$ cat config.mk
export PLATFORM = sky130hd
export DESIGN_NAME = bmp_modmul
export DESIGN_NICKNAME = d
export VERILOG_FILES = /design/src/hw/rtl/binomial_mod_prime_defines.svh /design/src/hw/rtl/bmp_pkg.sv /design/src/hw/rtl/bmp_modmul.sv
export SDC_FILE = /design/constraint.sdc
export NUM_CORES = 2
export LEC_CHECK = 0
export BUFFER_PORTS_ARGS = -buffer_cell sky130_fd_sc_hd__buf_2
export CORE_MARGIN = 2
export CORE_UTILIZATION = 45
export DETAILED_ROUTE_END_ITERATION = 6
export GPL_ROUTABILITY_DRIVEN = 0
export PLACE_DENSITY_LB_ADDON = 0.1
export SLEW_MARGIN = 20
export SYNTH_ARGS = -nofsm -noshare
export SYNTH_HDL_FRONTEND = slang
export SYNTH_SLANG_ARGS = --single-unit
$ cat constraint.sdc
create_clock -name clk_i -period 10 [get_ports clk_i]
set_clock_uncertainty 0.1 [all_clocks]
set_input_delay 2 -clock clk_i [delete_from_list [all_inputs] [get_ports clk_i]]
set_output_delay 2 -clock clk_i [all_outputs]
set_load 0.05 [all_outputs]
$ cat src/hw/rtl/binomial_mod_prime_defines.svh
// ----------------------------------------------------------------------------
// binomial_mod_prime assertion macros
// Shared assertion forms for the binomial coefficient block.
// ----------------------------------------------------------------------------
`ifndef BINOMIAL_MOD_PRIME_DEFINES_SVH
`define BINOMIAL_MOD_PRIME_DEFINES_SVH

// same-cycle implication
`define BMP_ASSERT_IMPL(label, clk, rst_n, ante, cons) \
  label: assert property (@(posedge clk) disable iff (!rst_n) (ante) |-> (cons)) \
    else $error("binomial_mod_prime: same-cycle check failed");

// next-cycle implication
`define BMP_ASSERT_NEXT(label, clk, rst_n, ante, cons) \
  label: assert property (@(posedge clk) disable iff (!rst_n) (ante) |=> (cons)) \
    else $error("binomial_mod_prime: next-cycle check failed");

`endif

$ cat src/hw/rtl/bmp_pkg.sv
// ----------------------------------------------------------------------------
// bmp_pkg
// Constants and types of the binomial coefficient block.
// ----------------------------------------------------------------------------
package bmp_pkg;

  localparam int unsigned TABLE_DEPTH = 1024;
  localparam int unsigned ADDR_W      = $clog2(TABLE_DEPTH);
  localparam int unsigned VAL_W       = 30;
  localparam int unsigned ARG_W       = 10;

  localparam logic [VAL_W-1:0] PRIME    = 30'd1000000007;
  localparam logic [VAL_W-1:0] EXPONENT = 30'd1000000005;
  localparam logic [30:0]      BARRETT_MU = 31'((64'd1 << 60) / 64'd1000000007);

  localparam int unsigned MM_LAT   = 6;
  localparam int unsigned EXP_BITS = 30;
  localparam int unsigned POW_LAT  = EXP_BITS * MM_LAT;

  typedef struct packed {
    logic              we;
    logic [ADDR_W-1:0] addr;
    logic [VAL_W-1:0]  data;
  } wr_t;

endpackage

$ cat src/hw/rtl/bmp_modmul.sv
// ----------------------------------------------------------------------------
// bmp_modmul
// Pipelined multiply mod prime with Barrett reduction, six stages.
// ----------------------------------------------------------------------------
module bmp_modmul (
  input  logic                  clk_i,
  input  logic                  en_i,
  input  logic [bmp_pkg::VAL_W-1:0] a_i,
  input  logic [bmp_pkg::VAL_W-1:0] b_i,
  output logic [bmp_pkg::VAL_W-1:0] y_o
);
  import bmp_pkg::*;

  logic [59:0] prod_q;
  logic [59:0] x2_q;
  logic [61:0] q2_q;
  logic [31:0] x3_q;
  logic [31:0] t3_q;
  logic [31:0] r4_q;
  logic [31:0] r5_q;
  logic [VAL_W-1:0] r6_q;

  always_ff @(posedge clk_i) begin
    if (en_i) begin
      prod_q <= 60'(a_i) * 60'(b_i);
      x2_q   <= prod_q;
      q2_q   <= 62'(prod_q[59:29]) * 62'(BARRETT_MU);
      x3_q   <= x2_q[31:0];
      t3_q   <= 32'(q2_q[61:31]) * 32'(PRIME);
      r4_q   <= x3_q - t3_q;
      r5_q   <= (r4_q >= 32'(PRIME)) ? r4_q - 32'(PRIME) : r4_q;
      r6_q   <= (r5_q >= 32'(PRIME)) ? VAL_W'(r5_q - 32'(PRIME)) : VAL_W'(r5_q);
    end
  end

  assign y_o = r6_q;

endmodule

==> flow_metrics.env <==
export IMPL_die_width_um=372.6
export IMPL_fmax_ghz=0.1084
export IMPL_antenna_found_initial=3
export IMPL_routed_via_count=39750
export IMPL_cts_tree="built"
export IMPL_slew_headroom_pct=24.05
export IMPL_core_um2=135100
export IMPL_wl_met1_mm=74.93
export IMPL_avgSynthCellArea_um2=10.11
export IMPL_dp_worst_setup_slack_ns=0.1939
export IMPL_first_global_vias=43310
export IMPL_final_hold_viol_count=0
export IMPL_root_buffer="clkbuf_16"
export IMPL_synth_top_cell_area_share_pct=40.09
export IMPL_ant_nets=0
export IMPL_yosysSeqAreaShare_pct=13.80
export IMPL_syn_to_final_growth_pct=6.124
export IMPL_fin_setup_tns_ns=0
export IMPL_rows=135
export IMPL_drive_gt1_share_pct=4.223
export IMPL_synth_top_cell_by_area="fa_1"
export IMPL_first_pass_iters=7
export IMPL_wl_mm=155.9
export IMPL_rsz0062_at_grt="false"
export IMPL_cts_hold_buffers=0
export IMPL_synth_area_top_cells="fa_1, ha_1, edfxtp_1, inv_1, and2_1"
export IMPL_viasPerCell=5.052
export IMPL_worst_slew_pin_slew_ns=1.139
export IMPL_worstHoldPathType="flip-flop to flip-flop"
export IMPL_clock_sinks=281
export IMPL_synthTopCellsByCount="inv_1, fa_1, ha_1"
export IMPL_slew_violations=0
export IMPL_post_synth_top_count_cell="inv_1"
export IMPL_worst_hold_slack_ns=0.2941
export IMPL_grt_usage_pct=23.32
export IMPL_remaining_drc_errors=0
export IMPL_crit_fanout=24
export IMPL_route_top_layer_used="met4"
export IMPL_fin_crit_ns=9.224
export IMPL_htreeDepth=1
export IMPL_post_cts_buffers=0
export IMPL_io_buffer_count=91
export IMPL_synth_cells=6044
export IMPL_setup_viol=0
export IMPL_numCtsBuffers=30
export IMPL_grt_max_degree=172
export IMPL_utilization_pct=48.01
export IMPL_critical_path_class="primary input to flip-flop"
export IMPL_cp_arrival_ns=9.44
export IMPL_crit_required_ns=10.22
export IMPL_synth_cell_type_count=74
export IMPL_fin_nets=8145
export IMPL_endpoint_kind="flip-flop"
export IMPL_dr_wl_met3_mm=7.737
export IMPL_synth_area_um2=61130
export IMPL_maxCapViolCount=0
export IMPL_cts_buffer_depth=3
export IMPL_worstSkewPairLatency_ns=0.59
export IMPL_nFillCells=12890
export IMPL_fin_crit_sh_pct=92.24
export IMPL_die_h_um=372.6
export IMPL_crit_path_start_kind="primary input"
export IMPL_ios=92
export IMPL_synth_flop_cell="edfxtp_1"
export IMPL_clk_pin_slew_ns=0.06
export IMPL_synth_seq_cells=281
export IMPL_wl_met2_mm=71.14
export IMPL_yosys_warnings=0
export IMPL_drt_first_iter_violations=2336
export IMPL_hpwlAfterDp_mm=133.4
export IMPL_die_area_um2=138800
export IMPL_cts_resized=0
export IMPL_fin_ws_ns=0.7763
export IMPL_wl_per_cell_um=19.82
export IMPL_start_util_pct=45.24
export IMPL_status="completed"
export IMPL_synth_nets=8125
export IMPL_overflow=0
export IMPL_ys_async_sr_fraction_pct=0
export IMPL_synth_edf_count=281
export IMPL_grt_pass1_wl_mm=249.1
-- logic make-up (layout without fill, tap and decap cells) --
logic type | after synthesis | in the layout | synth area share [%]
muxes | 1 | 1 | 0.01638
xor gates and xnor gates | 214 | 214 | 3.066
AOI/OAI and AO/OA | 490 | 490 | 5.199
adders and majority gates | 2019 | 2019 | 56.36
other | 0 | 1 | 0
buffers and inverters | 1730 | 1772 | 10.63
and+or+nand+nor | 1309 | 1309 | 10.92
DFF | 281 | 281 | 13.80
-- sequential cells by signal, indices dropped and copies added, names as in the netlist --
signal,flops
prod_q,60
r4_q,32
r5_q,32
t3_q,32
x2_q,32
x3_q,32
q2_q,31
y_o,30
-- cell usage in the layout (no fill, tap or decap), drive strengths merged, types with 79 or more instances in the layout --
master and n:
nor2 114, and2 543, xnor2 150, ha 795, inv 1527, buf 195, nand2 478, a21oi 143
fa 1224, a21o 79, edfxtp 281, o21ai 88
-- layer usage --
layer,vias to the layer above,GRT usage (%)
met5,-,0
li1,18440,-
met1,20360,34.56
met3,103,2.724
met2,850,37.69
met4,0,3.112
-- final timing paths --
| kind | slack, ns | end | cells after the start | startpoint |
|---|---|---|---|---|
| worst max-delay path | 0.78 | prod_q[44]$_DFFE_PP_ | 23 | b_i[7] |
| worst min-delay path | 0.29 | x3_q[14]$_DFFE_PP_ | 0 | x2_q[14]$_DFFE_PP_ |
| worst max register to register | 1.86 | q2_q[61]$_DFFE_PP_ | 21 | prod_q[54]$_DFFE_PP_ |
| worst min register to register | 0.29 | x3_q[14]$_DFFE_PP_ | 0 | x2_q[14]$_DFFE_PP_ |
-- worst max-delay path, cell delays in order --
cell      delay [ns]
buf_2           0.41
buf_4           0.25
and2_1          0.17
fa_1            0.45
fa_1            0.55
inv_1           0.06
fa_1            0.50
fa_1            0.39
inv_1           0.07
fa_1            0.45
fa_1            0.57
fa_1            0.43
fa_1            0.50
ha_1            0.38
and3_1          0.23
nand3_1         0.15
o311ai_1        0.44
a22oi_1         0.27
o21ai_0         0.49
o21ai_1         0.21
o21ai_0         0.22
a21oi_1         0.10
xnor2_1         0.12
-- final cells by class --
class                           count  area (µm²)  share of cell area [%]
Multi-Input combinational cell   4033       46190                   71.20
Tap cell                         1781        2228                   3.435
Timing Repair Buffer              195        1309                   2.017
Antenna cell                        1       2.502                0.003858
Inverter                         1523        5717                   8.812
Clock buffer                       34       765.7                   1.180
Sequential cell                   281        8438                   13.01
Clock inverter                     20       221.5                  0.3414
-- per-stage QoR --
step / std cells / instance area (µm²)
2_1_floorplan: 6044 / 61130
3_3_place_gp: 7813 / 63880
3_5_place_dp: 7813 / 63880
4_1_cts: 7867 / 64870
5_1_grt: 7867 / 64870
6_report: 7868 / 64870
Power is not shown: default switching activity piles up to over one toggle a cycle in this logic, so the estimate is an artifact.
