[config.mk]
export PLATFORM = sky130hd
export DESIGN_NAME = bmp_builder
export DESIGN_NICKNAME = d
export VERILOG_FILES = /design/src/hw/rtl/binomial_mod_prime_defines.svh /design/src/hw/rtl/bmp_pkg.sv /design/src/hw/rtl/bmp_modmul.sv /design/src/hw/rtl/bmp_builder.sv
export SDC_FILE = /design/constraint.sdc
export NUM_CORES = 2
export LEC_CHECK = 0
export BUFFER_PORTS_ARGS = -buffer_cell sky130_fd_sc_hd__buf_4
export CAP_MARGIN = 20
export CORE_UTILIZATION = 48
export CTS_BUF_LIST = sky130_fd_sc_hd__clkbuf_4
export CTS_CLUSTER_DIAMETER = 80
export DETAILED_ROUTE_END_ITERATION = 8
export GPL_TIMING_DRIVEN = 0
export PLACE_DENSITY_LB_ADDON = 0.2
export SYNTH_ARGS = -nofsm -noshare
export SYNTH_HDL_FRONTEND = slang
export SYNTH_SLANG_ARGS = --single-unit
[constraint.sdc]
create_clock -name clk_i -period 6.26 [get_ports clk_i]
set_input_delay 0.313 -clock clk_i [delete_from_list [all_inputs] [get_ports clk_i]]
set_output_delay 0.313 -clock clk_i [all_outputs]
set_load 0.03 [all_outputs]
[src/hw/rtl/binomial_mod_prime_defines.svh]
// ----------------------------------------------------------------------------
// binomial_mod_prime assertion macros
// Shared assertion forms for the binomial coefficient block.
// ----------------------------------------------------------------------------
`ifndef BINOMIAL_MOD_PRIME_DEFINES_SVH
`define BINOMIAL_MOD_PRIME_DEFINES_SVH

// same-cycle implication
`define BMP_ASSERT_IMPL(label, clk, rst_n, ante, cons) \
  label: assert property (@(posedge clk) disable iff (!rst_n) (ante) |-> (cons)) \
    else $error("binomial_mod_prime: same-cycle check failed");

// next-cycle implication
`define BMP_ASSERT_NEXT(label, clk, rst_n, ante, cons) \
  label: assert property (@(posedge clk) disable iff (!rst_n) (ante) |=> (cons)) \
    else $error("binomial_mod_prime: next-cycle check failed");

`endif

[src/hw/rtl/bmp_pkg.sv]
// ----------------------------------------------------------------------------
// bmp_pkg
// Constants and types of the binomial coefficient block.
// ----------------------------------------------------------------------------
package bmp_pkg;

  localparam int unsigned TABLE_DEPTH = 1024;
  localparam int unsigned ADDR_W      = $clog2(TABLE_DEPTH);
  localparam int unsigned VAL_W       = 30;
  localparam int unsigned ARG_W       = 10;

  localparam logic [VAL_W-1:0] PRIME    = 30'd1000000007;
  localparam logic [VAL_W-1:0] EXPONENT = 30'd1000000005;
  localparam logic [30:0]      BARRETT_MU = 31'((64'd1 << 60) / 64'd1000000007);

  localparam int unsigned MM_LAT   = 6;
  localparam int unsigned EXP_BITS = 30;
  localparam int unsigned POW_LAT  = EXP_BITS * MM_LAT;

  typedef struct packed {
    logic              we;
    logic [ADDR_W-1:0] addr;
    logic [VAL_W-1:0]  data;
  } wr_t;

endpackage

[src/hw/rtl/bmp_modmul.sv]
// ----------------------------------------------------------------------------
// bmp_modmul
// Pipelined multiply mod prime with Barrett reduction, six stages.
// ----------------------------------------------------------------------------
module bmp_modmul (
  input  logic                  clk_i,
  input  logic                  en_i,
  input  logic [bmp_pkg::VAL_W-1:0] a_i,
  input  logic [bmp_pkg::VAL_W-1:0] b_i,
  output logic [bmp_pkg::VAL_W-1:0] y_o
);
  import bmp_pkg::*;

  logic [59:0] prod_q;
  logic [59:0] x2_q;
  logic [61:0] q2_q;
  logic [31:0] x3_q;
  logic [31:0] t3_q;
  logic [31:0] r4_q;
  logic [31:0] r5_q;
  logic [VAL_W-1:0] r6_q;

  always_ff @(posedge clk_i) begin
    if (en_i) begin
      prod_q <= 60'(a_i) * 60'(b_i);
      x2_q   <= prod_q;
      q2_q   <= 62'(prod_q[59:29]) * 62'(BARRETT_MU);
      x3_q   <= x2_q[31:0];
      t3_q   <= 32'(q2_q[61:31]) * 32'(PRIME);
      r4_q   <= x3_q - t3_q;
      r5_q   <= (r4_q >= 32'(PRIME)) ? r4_q - 32'(PRIME) : r4_q;
      r6_q   <= (r5_q >= 32'(PRIME)) ? VAL_W'(r5_q - 32'(PRIME)) : VAL_W'(r5_q);
    end
  end

  assign y_o = r6_q;

endmodule

[src/hw/rtl/bmp_builder.sv]
// ----------------------------------------------------------------------------
// bmp_builder
// Fill the factorial table after reset, waiting for each multiply result before the next entry.
// ----------------------------------------------------------------------------
module bmp_builder (
  input  logic         clk_i,
  input  logic         rst_ni,
  output bmp_pkg::wr_t wr_o,
  output logic         done_o
);
  import bmp_pkg::*;

  typedef enum logic [2:0] {
    ST_INIT = 3'b001,
    ST_WAIT = 3'b010,
    ST_DONE = 3'b100
  } state_e;

  state_e            state_q, state_d;
  logic [ADDR_W-1:0] idx_q, idx_d;
  logic [VAL_W-1:0]  cur_q, cur_d;
  logic [2:0]        cnt_q, cnt_d;
  logic [VAL_W-1:0]  mm_y;

  bmp_modmul u_mm (
    .clk_i (clk_i),
    .en_i  (1'b1),
    .a_i   (cur_q),
    .b_i   (VAL_W'(idx_q)),
    .y_o   (mm_y)
  );

  always_comb begin
    state_d = state_q;
    idx_d   = idx_q;
    cur_d   = cur_q;
    cnt_d   = cnt_q;
    wr_o    = '{we: 1'b0, addr: idx_q, data: mm_y};
    case (state_q)
      ST_INIT: begin
        wr_o    = '{we: 1'b1, addr: '0, data: VAL_W'(1)};
        cur_d   = VAL_W'(1);
        idx_d   = ADDR_W'(1);
        cnt_d   = '0;
        state_d = ST_WAIT;
      end
      ST_WAIT: begin
        if (cnt_q == 3'(MM_LAT)) begin
          wr_o.we = 1'b1;
          cur_d   = mm_y;
          idx_d   = idx_q + ADDR_W'(1);
          cnt_d   = '0;
          if (idx_q == ADDR_W'(TABLE_DEPTH - 1)) begin
            state_d = ST_DONE;
          end
        end else begin
          cnt_d = cnt_q + 3'd1;
        end
      end
      ST_DONE: begin
      end
      default: state_d = ST_INIT;
    endcase
  end

  always_ff @(posedge clk_i or negedge rst_ni) begin
    if (!rst_ni) begin
      state_q <= ST_INIT;
      idx_q   <= '0;
      cnt_q   <= '0;
    end else begin
      state_q <= state_d;
      idx_q   <= idx_d;
      cnt_q   <= cnt_d;
    end
  end

  always_ff @(posedge clk_i) begin
    cur_q <= cur_d;
  end

  assign done_o = (state_q == ST_DONE);

endmodule

==> out/summary.md <==
The flow ran to the end, and the final reports show no timing, DRC or antenna violations. The actual slew at the worst max-slew pin works out to 966 ps. The tools report the number of nets in the layout as 3763. At the worst endpoint, the required time is 6880 ps. The wire length per cell after detailed routing was 17.1 microns; the setup violation total in the final timing report was 0. The number of clock buffers added by TritonCTS is 74. Summing all placed instances gives a cell area of 29200 sq um. The number of synthesized flops with an enable pin came out at 30. The vertical die dimension was 243 microns; the leftover overflow at the end of global routing was 0. The startpoint identified for the worst hold timing path is u_mm.x2_q[16]. The tools report the fmax as 0.164 GHz. The analysis attributes to cell leakage a power of 15.9 nW. The run gives 0.355 as the headroom to the max-slew limit. The power density over the cells works out to 109 nW/um^2. The worst register-to-register path begins at idx_q[4].

The maximum number of pins on one net before global-route repair is 31. Setup slack on the critical path of the routed design comes to 145 ps. The cell count after synthesis came out at 2864.

The number of violations of the max-capacitance limit was 0; the number of vias after detailed routing was 20.0k. TritonCTS built the clock tree. The overall track demand over capacity in global routing was 0.231.

The mean cell area of the mapped netlist is 9.76 sq um. The tools report the initial cell density of the core as 0.485. The type of the worst setup path was reg2reg. The first detailed-routing pass ran for 6 iterations. The number of nets handed over by synthesis was 3621. Relative to the synthesized area, the layout overhead comes to 10.3%. The run gives 1 as the number of antenna violations at the first check in global routing. Pin placement for this block handled 44 I/O pins.

Across the VDD grid, the largest voltage drop is 0.150 mV. The run gives 59200 sq um as the floorplan die area. The final hold violation count was 0. Measured along the x axis, the die boundary spans 243 microns. For this design, the sink count on the clock tree is 287. Number of synthesized register bits: 287. The tools report the count of unresolved DRC violations after routing as 0.

The share of Yosys cell area claimed by the top area cell type works out to 0.261. The longest clock path from root to sink contains 3 buffers. The tools report the final max-slew violation count as 0. The congestion estimate from routability-driven global placement came to 0.933. In the layout the commonest cells are sky130_fd_sc_hd__inv_1, sky130_fd_sc_hd__ha_1, sky130_fd_sc_hd__fa_1. The logs give 53500 microns for the total half-perimeter wirelength after legalization and detailed placement and 0 for the number of warnings reported in the yosys synthesis log. The sequential element share of the synthesized area was 0.219. The cell taking the most area after synthesis is sky130_fd_sc_hd__fa_1. The floorplan step defined a core boundary enclosing 57600 sq um. The clock edge transition at the registers on the reported setup and hold paths was 70 ps. The tightest min-delay check is of the reg2reg type.

The count of distinct cell types in the synthesized netlist was 77. Number of global-route vias before repair: 21.3k. The period utilization is 0.977.

The worst setup path is captured at a flip-flop. Sorting the synthesized cells by area gives the leading types as sky130_fd_sc_hd__fa_1, sky130_fd_sc_hd__ha_1, sky130_fd_sc_hd__dfxtp_1, sky130_fd_sc_hd__inv_1, sky130_fd_sc_hd__and2_1. Across all register-to-register paths, the minimum setup slack is 150 ps.

The floorplan has 88 rows. The share of layout cells above drive strength 1 was 0.0978; the number of cell instances on the worst register-to-register path was 18. The cell at the root of the clock tree is sky130_fd_sc_hd__clkbuf_4. The largest clock skew in the final design came out at 70.1 ps. After detailed routing, the number of vias per cell comes to 5.24. Along the worst path, the maximum fanout reaches 10.

The time the worst path needs with I/O delays and setup works out to 6110 ps. The terminus of the critical flop-to-flop path was u_mm.prod_q[38]. The routed design has 65500 microns of wire. Clock latency on the worst-skew pair, taken at its later pin, is 770 ps.

The most common library cell in the layout ignoring fill and taps is sky130_fd_sc_hd__inv_1. The finished cells cover 30800 sq um. After the first detailed-routing iteration, the DRC count stood at 1119. The worst setup path is launched from a flip-flop.

The most used flip-flop cell after synthesis is sky130_fd_sc_hd__dfxtp_1. The arrival time of the worst setup path was 6740 ps. Tracing the worst setup path back leads to its startpoint at idx_q[4]. The first global-routing pass estimated 109000 microns of wire. Once detail routing completed, the nets flagged for antenna violations numbered 0. The H-tree was split into 3 levels. The async set-or-reset flop fraction in the synthesized netlist works out to 0.0557.

The endpoint of the most critical setup path was u_mm.prod_q[38]. The post-synthesis cell area was 28000 sq um; the placement-stage worst setup slack was -666 ps. The count of buffers added on input and output ports is 43.
-- per-stage QoR --
stage               utilization  hold WS, ps  std cells  TNS [ps]  power, mW
finish                    0.535          281       3826         0       3.35
global route              0.535          287       3824     -7.74       3.52
CTS                       0.525          272       3789         0       3.41
detailed placement        0.508          184       3672     -2940       1.90
global placement          0.508          181       3672     -2510       1.90
floorplan                     -         17.4       2864         0       1.89
-- where the power goes --
| group | total, mW | internal, mW | switching [mW] |
|---|---|---|---|
| logic | 0.00384 | 0.00162 | 0.00221 |
| clock network | 1.50 | 0.740 | 0.756 |
| registers | 1.85 | 1.85 | 0 |
| total | 3.35 | 2.60 | 0.758 |
-- registers in the layout, indices dropped and copies added (netlist names) --
signal	flops
u_mm.r4_q	32
u_mm.prod_q	40
u_mm.y_o	30
u_mm.t3_q	32
cnt_q	3
cur_q	30
u_mm.x2_q	32
u_mm.x3_q	32
u_mm.r5_q	32
idx_q	10
state_q	3
u_mm.q2_q	11
-- critical path: stages (launching register included) --
cell and delay [ps]:
sky130_fd_sc_hd__dfrtp_2 450, sky130_fd_sc_hd__clkbuf_4 240, sky130_fd_sc_hd__and2_1 190, sky130_fd_sc_hd__fa_1 500, sky130_fd_sc_hd__fa_1 570, sky130_fd_sc_hd__fa_1 450, sky130_fd_sc_hd__fa_1 650, sky130_fd_sc_hd__inv_1 110
sky130_fd_sc_hd__fa_1 550, sky130_fd_sc_hd__inv_1 50, sky130_fd_sc_hd__ha_1 360, sky130_fd_sc_hd__nor2b_1 180, sky130_fd_sc_hd__o41ai_4 330, sky130_fd_sc_hd__a311oi_4 210, sky130_fd_sc_hd__o31ai_4 310, sky130_fd_sc_hd__o22ai_2 130
sky130_fd_sc_hd__o31a_1 320, sky130_fd_sc_hd__buf_4 150, sky130_fd_sc_hd__a211o_1 240
-- worst min-delay path by stage --
stage	end	slack (ps)	depth (start not counted)
5_1_grt	u_mm.x3_q[16]	290	0
3_5_place_dp	state_q[1]	180	1
4_1_cts	u_mm.x3_q[16]	270	0
6_report	u_mm.x3_q[16]	280	0
3_3_place_gp	state_q[2]	180	1
2_1_floorplan	cnt_q[0]	20	0
-- cell type report --
class	instances	area, sq um
tap	765	957
inverter	478	1790
buffer	51	329
sequential	287	6150
multi-input combinational	2015	19800
clock buffer	99	743
clock inverter	29	134
timing repair buffer	99	885
fill	5151	26800
antenna	3	7.51
-- per-layer routing --
layer,vias to the layer above,share of wire,global-route usage
met3,108,0.056,0.0368
met1,9919,0.43,0.299
met4,0,0.028,0.0736
met5,-,0,0
met2,511,0.48,0.394
li1,9501,-,-
-- cell families (layout without fill, tap and decap cells) --
group,count (synthesis),after routing,share of synthesized area
mux,3,3,0.00112
simple gates,749,749,0.136
fa+ha+maj,755,755,0.436
compound gates,346,346,0.0817
buf+inv,562,756,0.0758
flops,287,287,0.219
other cells,0,3,0
xor+xnor,162,162,0.0508
-- repair_timing --
| item | in CTS | in global routing |
|---|---|---|
| pin swaps | 2 | 27 |
| buffers inserted | 8 | 44 |
| hold buffers | 3 | 0 |
| cloned | 0 | 1 |
| gates resized for setup | 45 | 88 |
| endpoints found under the setup margin | 11 | 12 |
| hold endpoints to repair | 16 | 0 |
-- synthesized netlist by cell type, drive strengths merged (13+ instances only) --
cell type and number:
nor3 31, a21oi 101, inv 478, xnor2 106
dfrtp 15, o21a 19, and3 16, edfxtp 30
and2 196, ha 391, nor2b 51, o21bai 14
xor2 56, nand2 217, nor2 127, nand3 38
a21o 47, o21ai 75, clkbuf 78, nand4 13
nand2b 18, dfxtp 241, fa 364
(Power assumes the default switching activity.)
